<file path="config.mk">
export PLATFORM = sky130hd
export DESIGN_NAME = zics_search
export DESIGN_NICKNAME = d
export VERILOG_FILES = /design/src/sv/zics_pkg.sv /design/src/sv/zics_search.sv
export VERILOG_INCLUDE_DIRS = /design/src /design/src/sv
export SDC_FILE = /design/constraint.sdc
export NUM_CORES = 1
export LEC_CHECK = 0
export BUFFER_PORTS_ARGS = -buffer_cell sky130_fd_sc_hd__buf_2
export CORE_MARGIN = 4
export CORE_UTILIZATION = 56
export DETAILED_ROUTE_END_ITERATION = 8
export MAX_ROUTING_LAYER = met4
export PLACE_DENSITY = 0.82
export SYNTH_ARGS = -nofsm -noshare
export SYNTH_HDL_FRONTEND = slang
export SYNTH_SLANG_ARGS = --single-unit
</file>
<file path="constraint.sdc">
create_clock -name i_clk -period 4.6 [get_ports i_clk]
set_clock_uncertainty 0.05 [all_clocks]
set_input_delay 0.92 -clock i_clk [delete_from_list [all_inputs] [get_ports i_clk]]
set_output_delay 0.92 -clock i_clk [all_outputs]
set_load 0.1 [all_outputs]
</file>
<file path="src/sv/assert_macros.svh">
// Assertion helpers used by the search sequencer (zics_search).
`ifndef ASSERT_MACROS_SVH
`define ASSERT_MACROS_SVH

// Check a condition at every clock edge outside reset.
`define ASSERT_ALWAYS(label, clk, rst_n, expr, msg) \
    label: assert property (@(posedge clk) disable iff (!(rst_n)) (expr)) \
        else $error(msg);

// Check that a condition in one cycle implies another in the next cycle.
`define ASSERT_NEXT(label, clk, rst_n, ante, cons, msg) \
    label: assert property (@(posedge clk) disable iff (!(rst_n)) (ante) |=> (cons)) \
        else $error(msg);

`endif

</file>
<file path="src/sv/zics_pkg.sv">
package zics_pkg;

    // Default sizing
    localparam int DEF_TABLE_DEPTH   = 1024;
    localparam int DEF_FRACTION_BITS = 32;

    // Fixed field widths
    localparam int SIZE_W   = 11;
    localparam int INDEX_W  = 11;
    localparam int SAMPLE_W = 11;

    localparam logic [SIZE_W-1:0] SIZE_RESET = 11'd1024;

    // Function codes carried in the input tuser
    localparam logic FUNC_LOAD   = 1'b0;
    localparam logic FUNC_SAMPLE = 1'b1;

    // Control from the top level to the search sequencer
    typedef struct packed {
        logic start;     // sample transaction accepted this cycle
        logic out_free;  // output register can take a result this cycle
    } t_seq_ctl;

    // Result handed from the sequencer to the output register
    typedef struct packed {
        logic                done;
        logic [SAMPLE_W-1:0] value;
        logic                rejected;
    } t_result;

endpackage

</file>
<file path="src/sv/zics_search.sv">
`include "assert_macros.svh"

module zics_search
    import zics_pkg::*;
#(
    parameter int TABLE_DEPTH   = DEF_TABLE_DEPTH,
    parameter int FRACTION_BITS = DEF_FRACTION_BITS
) (
    input  logic                               i_clk,
    input  logic                               i_rst_n,
    input  t_seq_ctl                           i_ctl,
    input  logic [FRACTION_BITS-1:0]           i_uniform,
    input  logic [$clog2(TABLE_DEPTH+2)-1:0]   i_size,
    output logic                               o_ready,
    output logic [$clog2(TABLE_DEPTH)-1:0]     o_rd_addr_a,
    output logic [$clog2(TABLE_DEPTH)-1:0]     o_rd_addr_b,
    input  logic [FRACTION_BITS:0]             i_rd_data_a,
    input  logic [FRACTION_BITS:0]             i_rd_data_b,
    output t_result                            o_result
);

    localparam int IW = $clog2(TABLE_DEPTH + 2);
    localparam int AW = $clog2(TABLE_DEPTH);
    localparam int EW = FRACTION_BITS + 1;

    localparam logic [1:0] ST_IDLE = 2'd0;
    localparam logic [1:0] ST_ADDR = 2'd1;
    localparam logic [1:0] ST_CMP  = 2'd2;
    localparam logic [1:0] ST_HOLD = 2'd3;

    logic [1:0]               r_state, n_state;
    logic [IW-1:0]            r_lo, n_lo;
    logic [IW-1:0]            r_hi, n_hi;
    logic [IW-1:0]            r_mid, n_mid;
    logic [IW-1:0]            r_n, n_n;
    logic [FRACTION_BITS-1:0] r_u, n_u;
    logic [SAMPLE_W-1:0]      r_res_value, n_res_value;
    logic                     r_res_rej, n_res_rej;

    logic [IW:0]   w_sum;
    logic [IW-1:0] w_mid;
    logic [EW-1:0] w_here;
    logic [EW-1:0] w_prev;
    logic [EW-1:0] w_u_ext;
    logic          w_here_ge;
    logic          w_prev_lt;
    logic          w_hit;

    // Midpoint of the current interval
    assign w_sum = {1'b0, r_lo} + {1'b0, r_hi};
    assign w_mid = w_sum[IW:1];

    // Probe rank mid and rank mid-1 (entry of rank r sits at address r-1)
    assign o_rd_addr_a = AW'(w_mid - IW'(1));
    assign o_rd_addr_b = AW'(w_mid - IW'(2));

    // Shared compare against the fraction; rank 0 reads as zero
    assign w_here    = i_rd_data_a;
    assign w_prev    = (r_mid == IW'(1)) ? '0 : i_rd_data_b;
    assign w_u_ext   = {1'b0, r_u};
    assign w_here_ge = (w_here >= w_u_ext);
    assign w_prev_lt = (w_prev < w_u_ext);
    assign w_hit     = w_here_ge && w_prev_lt;

    assign o_ready           = (r_state == ST_IDLE);
    assign o_result.done     = (r_state == ST_HOLD) && i_ctl.out_free;
    assign o_result.value    = r_res_value;
    assign o_result.rejected = r_res_rej;

    // Sequencer
    always_comb begin
        n_state     = r_state;
        n_lo        = r_lo;
        n_hi        = r_hi;
        n_mid       = r_mid;
        n_n         = r_n;
        n_u         = r_u;
        n_res_value = r_res_value;
        n_res_rej   = r_res_rej;
        unique case (r_state)
            ST_IDLE: begin
                if (i_ctl.start) begin
                    n_u  = i_uniform;
                    n_lo = IW'(1);
                    n_hi = i_size;
                    n_n  = i_size;
                    if (i_uniform == '0) begin
                        n_res_value = '0;
                        n_res_rej   = 1'b1;
                        n_state     = ST_HOLD;
                    end else begin
                        n_state = ST_ADDR;
                    end
                end
            end
            ST_ADDR: begin
                if (r_lo <= r_hi) begin
                    n_mid   = w_mid;
                    n_state = ST_CMP;
                end else begin
                    // no hit: saturate to the table size
                    n_res_value = SAMPLE_W'(r_n);
                    n_res_rej   = 1'b0;
                    n_state     = ST_HOLD;
                end
            end
            ST_CMP: begin
                if (w_hit) begin
                    n_res_value = SAMPLE_W'(r_mid);
                    n_res_rej   = 1'b0;
                    n_state     = ST_HOLD;
                end else if (w_here_ge) begin
                    n_hi    = r_mid - IW'(1);
                    n_state = ST_ADDR;
                end else begin
                    n_lo    = r_mid + IW'(1);
                    n_state = ST_ADDR;
                end
            end
            ST_HOLD: begin
                if (i_ctl.out_free) begin
                    n_state = ST_IDLE;
                end
            end
        endcase
    end

    always_ff @(posedge i_clk) begin
        if (!i_rst_n) begin
            r_state <= ST_IDLE;
        end else begin
            r_state <= n_state;
        end
    end

    always_ff @(posedge i_clk) begin
        r_lo        <= n_lo;
        r_hi        <= n_hi;
        r_mid       <= n_mid;
        r_n         <= n_n;
        r_u         <= n_u;
        r_res_value <= n_res_value;
        r_res_rej   <= n_res_rej;
    end

    `ASSERT_ALWAYS(a_mid_in_range, i_clk, i_rst_n,
        (r_state != ST_CMP) || ((r_mid >= r_lo) && (r_mid <= r_hi)),
        "probe rank outside search interval")
    `ASSERT_ALWAYS(a_hi_bounded, i_clk, i_rst_n,
        ((r_state != ST_ADDR) && (r_state != ST_CMP)) || (r_hi <= r_n),
        "upper bound above table size")
    `ASSERT_NEXT(a_hold_stable, i_clk, i_rst_n,
        (r_state == ST_HOLD) && !i_ctl.out_free,
        (r_state == ST_HOLD) && $stable(r_res_value) && $stable(r_res_rej),
        "held result changed while output stalled")

endmodule

</file>
==> impl_summary.txt, run 1 <==
----------------------------------------------------
[Run status]
  Outcome ... completed

[STA]
  Hold Fails Final Rpt ... 0
  Final setup margin ... 178 ps
  Final setup viols ... 0
  Worst slew pin tran ... 1040 ps
  Period utilization ... 96.1%
  Minimum clock period after layout ... 4420 ps
  Setup TNS Final ... 0 ps
  Hold Worst Slack ... 527 ps
  Fin. max-slew vios ... 0
  Slew headroom ... 30.3%
  Max Fclk ... around 0.23 GHz

[Run]
  Max-cap violation count ... 0

[Global routing]
  Maximum number of pins on one net before global-route repair ... 47
  Antenna violations before repair ... 0
  Remaining global-route overflow ... 0
  Overall Global Routing Usage ... a little over a quarter
  Vias in the first global route ... approximately 5,500
  First-pass GRT wire length ... 27.0 mm

[Synthesis]
  Number of enable-type register cells in the synthesized netlist ... 88
  Fraction of the mapped netlist area in adder cells ... 18.4%
  Dominant cell type by area after synthesis ... edfxtp_1
  Seq/Total Area, Yosys ... 40.9%
  Main area contributors after synthesis ... edfxtp_1 40%, ha_1 18%, inv_1 3.8%
  Post-synthesis compound-gate area fraction ... 12.6%
  Number of distinct standard cells referenced by the synthesized netlist ... 64
  Number of synthesis warnings ... 0
  Flip-flop cell with the highest count after synthesis ... edfxtp_1
  Number of instances in the synthesized netlist ... 630
  Proportion of netlist area held by the largest area contributor ... 40.3%
  Post-synthesis share of cell area spent on and, or, nand and nor gates ... 17.6%
  Proportion of synthesized area in mux cells ... 0.324%
  Synth Cell Area ... 0.00656 mm^2
  Combinational family with the most area after synthesis ... adder cells
  Fraction of synthesized cell area in xor and xnor cells ... 5.00%
  Number of register bits inferred by synthesis ... 90
  Syn nets ... 839
  Mapped Avg Cell Area ... roughly 10 um^2
  Async set-reset flop share out of synthesis ... 0%

[Worst setup path]
  Data arrival time of the critical path ... 3450 ps
  Kind of end point of the critical path ... primary output
  Launch point of the critical path ... r_lo[0]
  Crit Path Class ... reg2out
  Type of element launching the critical path ... flop
  FF-to-FF setup slack ... 630 ps
  Data required, critical path ... 3630 ps
  R2r startpoint ... r_mid[4]
  Biggest fanout along the worst timing path ... 5

[Placement]
  Count of buffers inserted at the top-level ports ... 146
  Final weighted congestion of routability-driven global placement ... 0.901
  Placement Setup Slack ... 387 ps
  HPWL reported at the end of detailed placement ... 13.2 mm

[Detailed routing]
  Top sig layer ... met4
  Total number of vias ... roughly 5,400
  Ratio of routed vias to standard cells ... 5.80
  Wire length reported by the detailed router ... 16.8 mm
  Met2 wirelength from detailed routing ... 8.49 mm
  Antenna Nets Post-Route ... 0
  Met3 routed WL ... 938 um
  Number of search-and-repair iterations in the first detailed-routing pass ... 5
  Post-detailed-route wirelength per cell ... 18.2 um
  Iteration-0 DRC Markers ... 302
  DRC violation count after routing ... 0
  Wl on met1 ... about 7 mm

[Clocking]
  Master cell of the clock root buffer ... clkbuf_16
  Clk Latency, worst-skew pair ... about 350 ps
  Clock tree from TritonCTS ... built
  Clock input transition at the sequential cells of the worst setup and hold paths ... ~70 ps
  Num CTS Buffers ... 9
  Maximum buffer depth of the clock tree ... 2
  Number of sinks driven by the clock tree ... 90
  Number of H-tree levels ... 3

[Cells and area]
  Final-layout fill cell count ... 854
  Proportion of layout cells with a drive suffix above 1 ... 26.3%
  Commonest non-fill, non-tap cell in the layout ... buf_2
  Area added between synthesis and finish ... 20.2%
  Final Net Count ... about 980
  Final antenna diode count ... 0
  Commonest cells after routing, fill and taps aside ... 140 x buf_2, 95 x ha_1, 88 x edfxtp_1

[Floorplanning]
  Total number of placement rows ... 39
  DIE AREA ... 0.0135 mm^2
  I/O pin cnt ... roughly 150
  Horizontal die dimension ... 116 um
  Chip Height ... 116 um
  Initial cell density of the core ... a little under three fifths
  Core area ... around 0.011 mm^2

[Hold path]
  Worst hold-check path type ... reg2reg
  Beginning of the worst hold path ... r_n[10]

----------------------------------------------------
==> worst max-delay path: stages (launching register included) <==
cell,delay [ps]
edfxtp_1,400
ha_1,250
fa_1,480
nor2b_1,200
o211ai_1,240
nand3b_1,170
xor2_2,270
inv_1,190
or3_1,430
xnor2_2,130
clkbuf_4,340
==> layer usage <==
layer / track usage, % / vias to the layer above
met3: 3.83 / 33
met4: 9.44 / 0
met1: 32.7 / 2564
met2: 44.3 / 180
met5: - / -
li1: - / 2577
==> state kept, by name, summed over array words and instances (netlist names) <==
signal	count
r_res_value	11
r_hi	11
r_mid	11
r_u	32
r_state	2
r_lo	11
r_res_rej	1
r_n	11
==> synth_stat cells, types with 2 or more instances <==
master     number
ha_1           95
o31ai_1         2
o221ai_1        4
nor4_2          4
buf_4           2
and4_1          3
nand4_1        16
a21oi_2         2
a2bb2oi_1       2
xor2_2          2
clkbuf_1       13
xor2_1          9
and3_1          3
inv_1          67
nand3b_1        2
nor3_1          6
a21oi_1        39
nand2_1        28
or3_1           8
o21bai_1        3
o211ai_1        5
a21o_1          4
a211o_1         2
a22oi_1        11
nor2_1         44
xnor2_2         2
and2_1         40
a31oi_1         6
a21boi_0        4
edfxtp_1       88
xnor2_1        21
a221oi_1        3
clkbuf_2        2
dfxtp_1         2
o21ai_0        19
nor2b_1         9
nor4_1         10
nand3_1        12
nand2b_1        8
a211oi_1        4
==> logic make-up after synthesis <==
group,count (synthesis)
adder cells (fa/ha/maj),96
XOR/XNOR,34
multiplexers,2
buffers and inverters,86
flip-flops,90
AO/OA/AOI/OAI,120
AND/OR/NAND/NOR,202
==> path summary, 6_finish.rpt <==
kind | cells past startpoint | endpoint
setup / recovery | 10 | o_rd_addr_a[6]
hold reg to reg | 2 | r_res_value[10]
hold / removal | 2 | r_res_value[10]
setup reg to reg | 12 | r_res_rej
==> metrics by stage <==
| stage | area, um^2 | cells | utilization (%) |
|---|---|---|---|
| 2_1_floorplan | 6650 | 630 | - |
| 5_1_grt | 7880 | 923 | 69.0 |
| 3_3_place_gp | 7530 | 906 | 65.9 |
| 4_1_cts | 7830 | 922 | 68.6 |
| 6_report | 7880 | 923 | 69.0 |
| 3_5_place_dp | 7530 | 906 | 65.9 |
==> final cells by class <==
type,instances,area [um^2],share of cell area [%]
Multi-Input combinational cell,454,3670,46.5
Sequential cell,90,2680,34.0
Timing Repair Buffer,153,802,10.2
Inverter,67,251,3.19
Clock buffer,9,225,2.86
Tap cell,143,179,2.27
Clock inverter,7,77.6,0.984
==> what timing repair did <==
item                       4_1_cts  5_1_grt
setup endpoints to repair        1        8
hold buffers                     0        0
buffers inserted                 0        1
gates resized for setup          1       11
Power of run 1 is not shown: default switching activity piles up to over one toggle a cycle in this logic, so the estimate is an artifact.
==> run 2: changes to the inputs <==
--- a/config.mk
+++ b/config.mk
@@ -10,6 +10,5 @@
 export CORE_MARGIN = 4
-export CORE_UTILIZATION = 56
+export CORE_UTILIZATION = 40
 export DETAILED_ROUTE_END_ITERATION = 8
 export MAX_ROUTING_LAYER = met4
-export PLACE_DENSITY = 0.82
 export SYNTH_ARGS = -nofsm -noshare
==> constraint.sdc (replaced) <==
create_clock -name i_clk -period 4.6 [get_ports i_clk]
set_clock_uncertainty 0.05 [all_clocks]
set_input_delay 0.69 -clock i_clk [delete_from_list [all_inputs] [get_ports i_clk]]
set_output_delay 0.69 -clock i_clk [all_outputs]
set_load 0.1 [all_outputs]
==> run 2 against run 1 <==
  * Register-to-register slack worse by 20 ps
  * Worst setup slack improved by 74 ps
  * Via count fell by 2.9%
  * Sequential share of layout area is 0.32 points lower
  * Cell area increased by 0.95%
  * Utilization decreased by 19 points
  * Die area up 37%
  * Cell count increased by 8.1%
  * Critical endpoint is now o_rd_addr_b[8]
  * Clock-buffer cell count increased by 1
  * Fmax is 1.7% higher
==> impl_summary.txt, run 2 (synthesis results as in run 1) <==
----------------------------------------------------
[Clocking]
  Maximum buffer depth of the clock tree ... 2 (unchanged)
  Num CTS Buffers ... 9 (unchanged)
  Post CTS Setup Buffer Count ... 0 (unchanged)
  Number of cells upsized or downsized after cts ... 0 (-1)
  Clock input transition at the sequential cells of the worst setup and hold paths ... 60 ps (about the same)
  Clock tree from TritonCTS ... built
  Clk Latency, worst-skew pair ... 340 ps (about the same)
  Quantity of hold-fixing buffers added after cts ... 0 (unchanged)
  Number of H-tree levels ... 3 (unchanged)
  Number of sinks driven by the clock tree ... 90 (unchanged)
  Master cell of the clock root buffer ... clkbuf_16

[Placement]
  Placed standard-cell area ... 0.00762 mm^2 (+1.2%)
  Final weighted congestion of routability-driven global placement ... 0.887 (-1.6%)
  Placed cell count ... 980 (+8.2%)
  Count of buffers inserted at the top-level ports ... 146 (unchanged)
  HPWL reported at the end of detailed placement ... 13.9 mm (+5.3%)

[Global routing]
  Overall Global Routing Usage ... 19.3% (-7.1 points)
  Antenna violations before repair ... 2 (+2)
  Vias in the first global route ... 5,446 (-1.5%)
  Remaining global-route overflow ... 0 (unchanged)
  Maximum number of pins on one net before global-route repair ... 47 (unchanged)
  First-pass GRT wire length ... 27.2 mm (+0.82%)

[STA]
  Period utilization ... 94.5% (-1.6 points)
  Slew headroom ... 27.2% (-3.2 points)
  Hold Fails Final Rpt ... 0 (unchanged)
  Max Fclk ... 0.230 GHz (+1.7%)
  Final setup viols ... 0 (unchanged)
  Minimum clock period after layout ... 4350 ps (-74.2 ps)
  Fin. max-slew vios ... 0 (unchanged)
  Worst slew pin tran ... 1090 ps (+47.5 ps)
  RSZ-0062 raised after global routing ... no
  Setup TNS Final ... 0 ps (unchanged)

[Detailed routing]
  Number of search-and-repair iterations in the first detailed-routing pass ... 5 (unchanged)
  Post-detailed-route wirelength per cell ... 16.9 um (-7.0%)
  DRC violation count after routing ... 0 (unchanged)
  Wire length reported by the detailed router ... 16.9 mm (+0.61%)
  Antenna Nets Post-Route ... 0 (unchanged)
  Iteration-0 DRC Markers ... 282 (-6.6%)
  Total number of vias ... 5,198 (-2.9%)
  Ratio of routed vias to standard cells ... 5.21 (-10%)

[Floorplanning]
  Total number of placement rows ... 46 (+18%)
  DIE AREA ... 0.0185 mm^2 (+37%)
  Chip Height ... 136 um (+17%)
  I/O pin cnt ... 147 (unchanged)
  Initial cell density of the core ... 41.0% (-16 points)
  Horizontal die dimension ... 136 um (+17%)
  Core area ... 0.0160 mm^2 (+40%)

[Cells and area]
  Design area ... 0.00796 mm^2 (+0.95%)
  Flip-flop count of the largest register after layout ... 32 (unchanged)
  Commonest non-fill, non-tap cell in the layout ... buf_2
  Proportion of layout cells with a drive suffix above 1 ... 25.5% (-0.77 points)
  Final Net Count ... 984 (unchanged)
  Most flops, register ... r_u
  Final non-filler cell total ... 998 (+8.1%)
  Area added between synthesis and finish ... 21.4%
  Commonest cells after routing, fill and taps aside ... 146 x buf_2, 95 x ha_1, 88 x edfxtp_1

[Worst setup path]
  Biggest fanout along the worst timing path ... 5 (unchanged)
  Timing endpoint of the critical path ... o_rd_addr_b[8]
  R2r startpoint ... r_mid[8]
  FF-to-FF setup slack ... 610 ps (-20 ps)
  Type of element launching the critical path ... flop
  Launch point of the critical path ... r_hi[0]
  Data arrival time of the critical path ... 3610 ps (+160 ps)
  Data required, critical path ... 3860 ps (+230 ps)
  Cell depth of the worst flop-to-flop path ... 12 (unchanged)
  Kind of end point of the critical path ... primary output
  Crit Path Class ... reg2out
  Capture point of the worst reg-to-reg path ... r_hi[9]

[Hold path]
  Beginning of the worst hold path ... i_uniform[20]
  Worst hold-check path type ... in2reg

[Run]
  Max-cap violation count ... 0 (unchanged)

[Run status]
  Outcome ... completed

----------------------------------------------------
[run 2: cell types whose count changed in the layout (fill, tap and decap cells not counted), sizes merged]
cell,delta
clkbuf,-2
buf,+3
bufinv,+2
inv,-1
diode,+2
clkinv,-2
[run 2: final cells by class]
| cell class | count | area, um^2 |
|---|---|---|
| fill | 1534 | 8040 |
| multi-input combinational | 454 | 3630 |
| sequential | 90 | 2680 |
| timing repair buffer | 153 | 783 |
| tap | 216 | 270 |
| inverter | 67 | 251 |
| clock buffer | 10 | 229 |
| clock inverter | 6 | 105 |
| antenna | 2 | 5.00 |
[run 2: worst min path at each step]
stage                       to  slack [ps]  cells past startpoint
2_1_floorplan  r_res_value[10]         480                      2
3_3_place_gp   r_res_value[10]         500                      2
3_5_place_dp   r_res_value[10]         500                      2
4_1_cts                r_u[20]         470                      1
5_1_grt                r_u[24]         470                      1
6_report               r_u[20]         490                      1
[run 2: per-layer routing]
metal | routed length [um] | vias to the layer above | global-route usage, %
li1 | - | 2580 | -
met1 | 7460 | 2457 | 23.8
met2 | 8210 | 128 | 31.6
met3 | 822 | 33 | 4.44
met4 | 410 | 0 | 6.05
met5 | 0 | - | -
[run 2: worst max-delay path, stage by stage, from the launching register on]
cell,delay [ps]
edfxtp_1,400
ha_1,220
fa_1,470
nor2b_1,190
o211ai_1,280
nand3b_1,180
xor2_2,280
inv_1,220
nor4_2,220
nand4_1,180
xnor2_2,170
buf_2,440
[run 2: metrics by stage]
| stage | setup WS [ps] | util, % | hold WS (ps) |
|---|---|---|---|
| finish | 252 | 49.7 | 486 |
| global route | 30.3 | 49.7 | 469 |
| CTS | 236 | 49.7 | 472 |
| detailed placement | 619 | 47.6 | 501 |
| global placement | 728 | 47.6 | 503 |
| floorplan | 87.6 | - | 484 |
Power of run 2 is left out for the same reason.
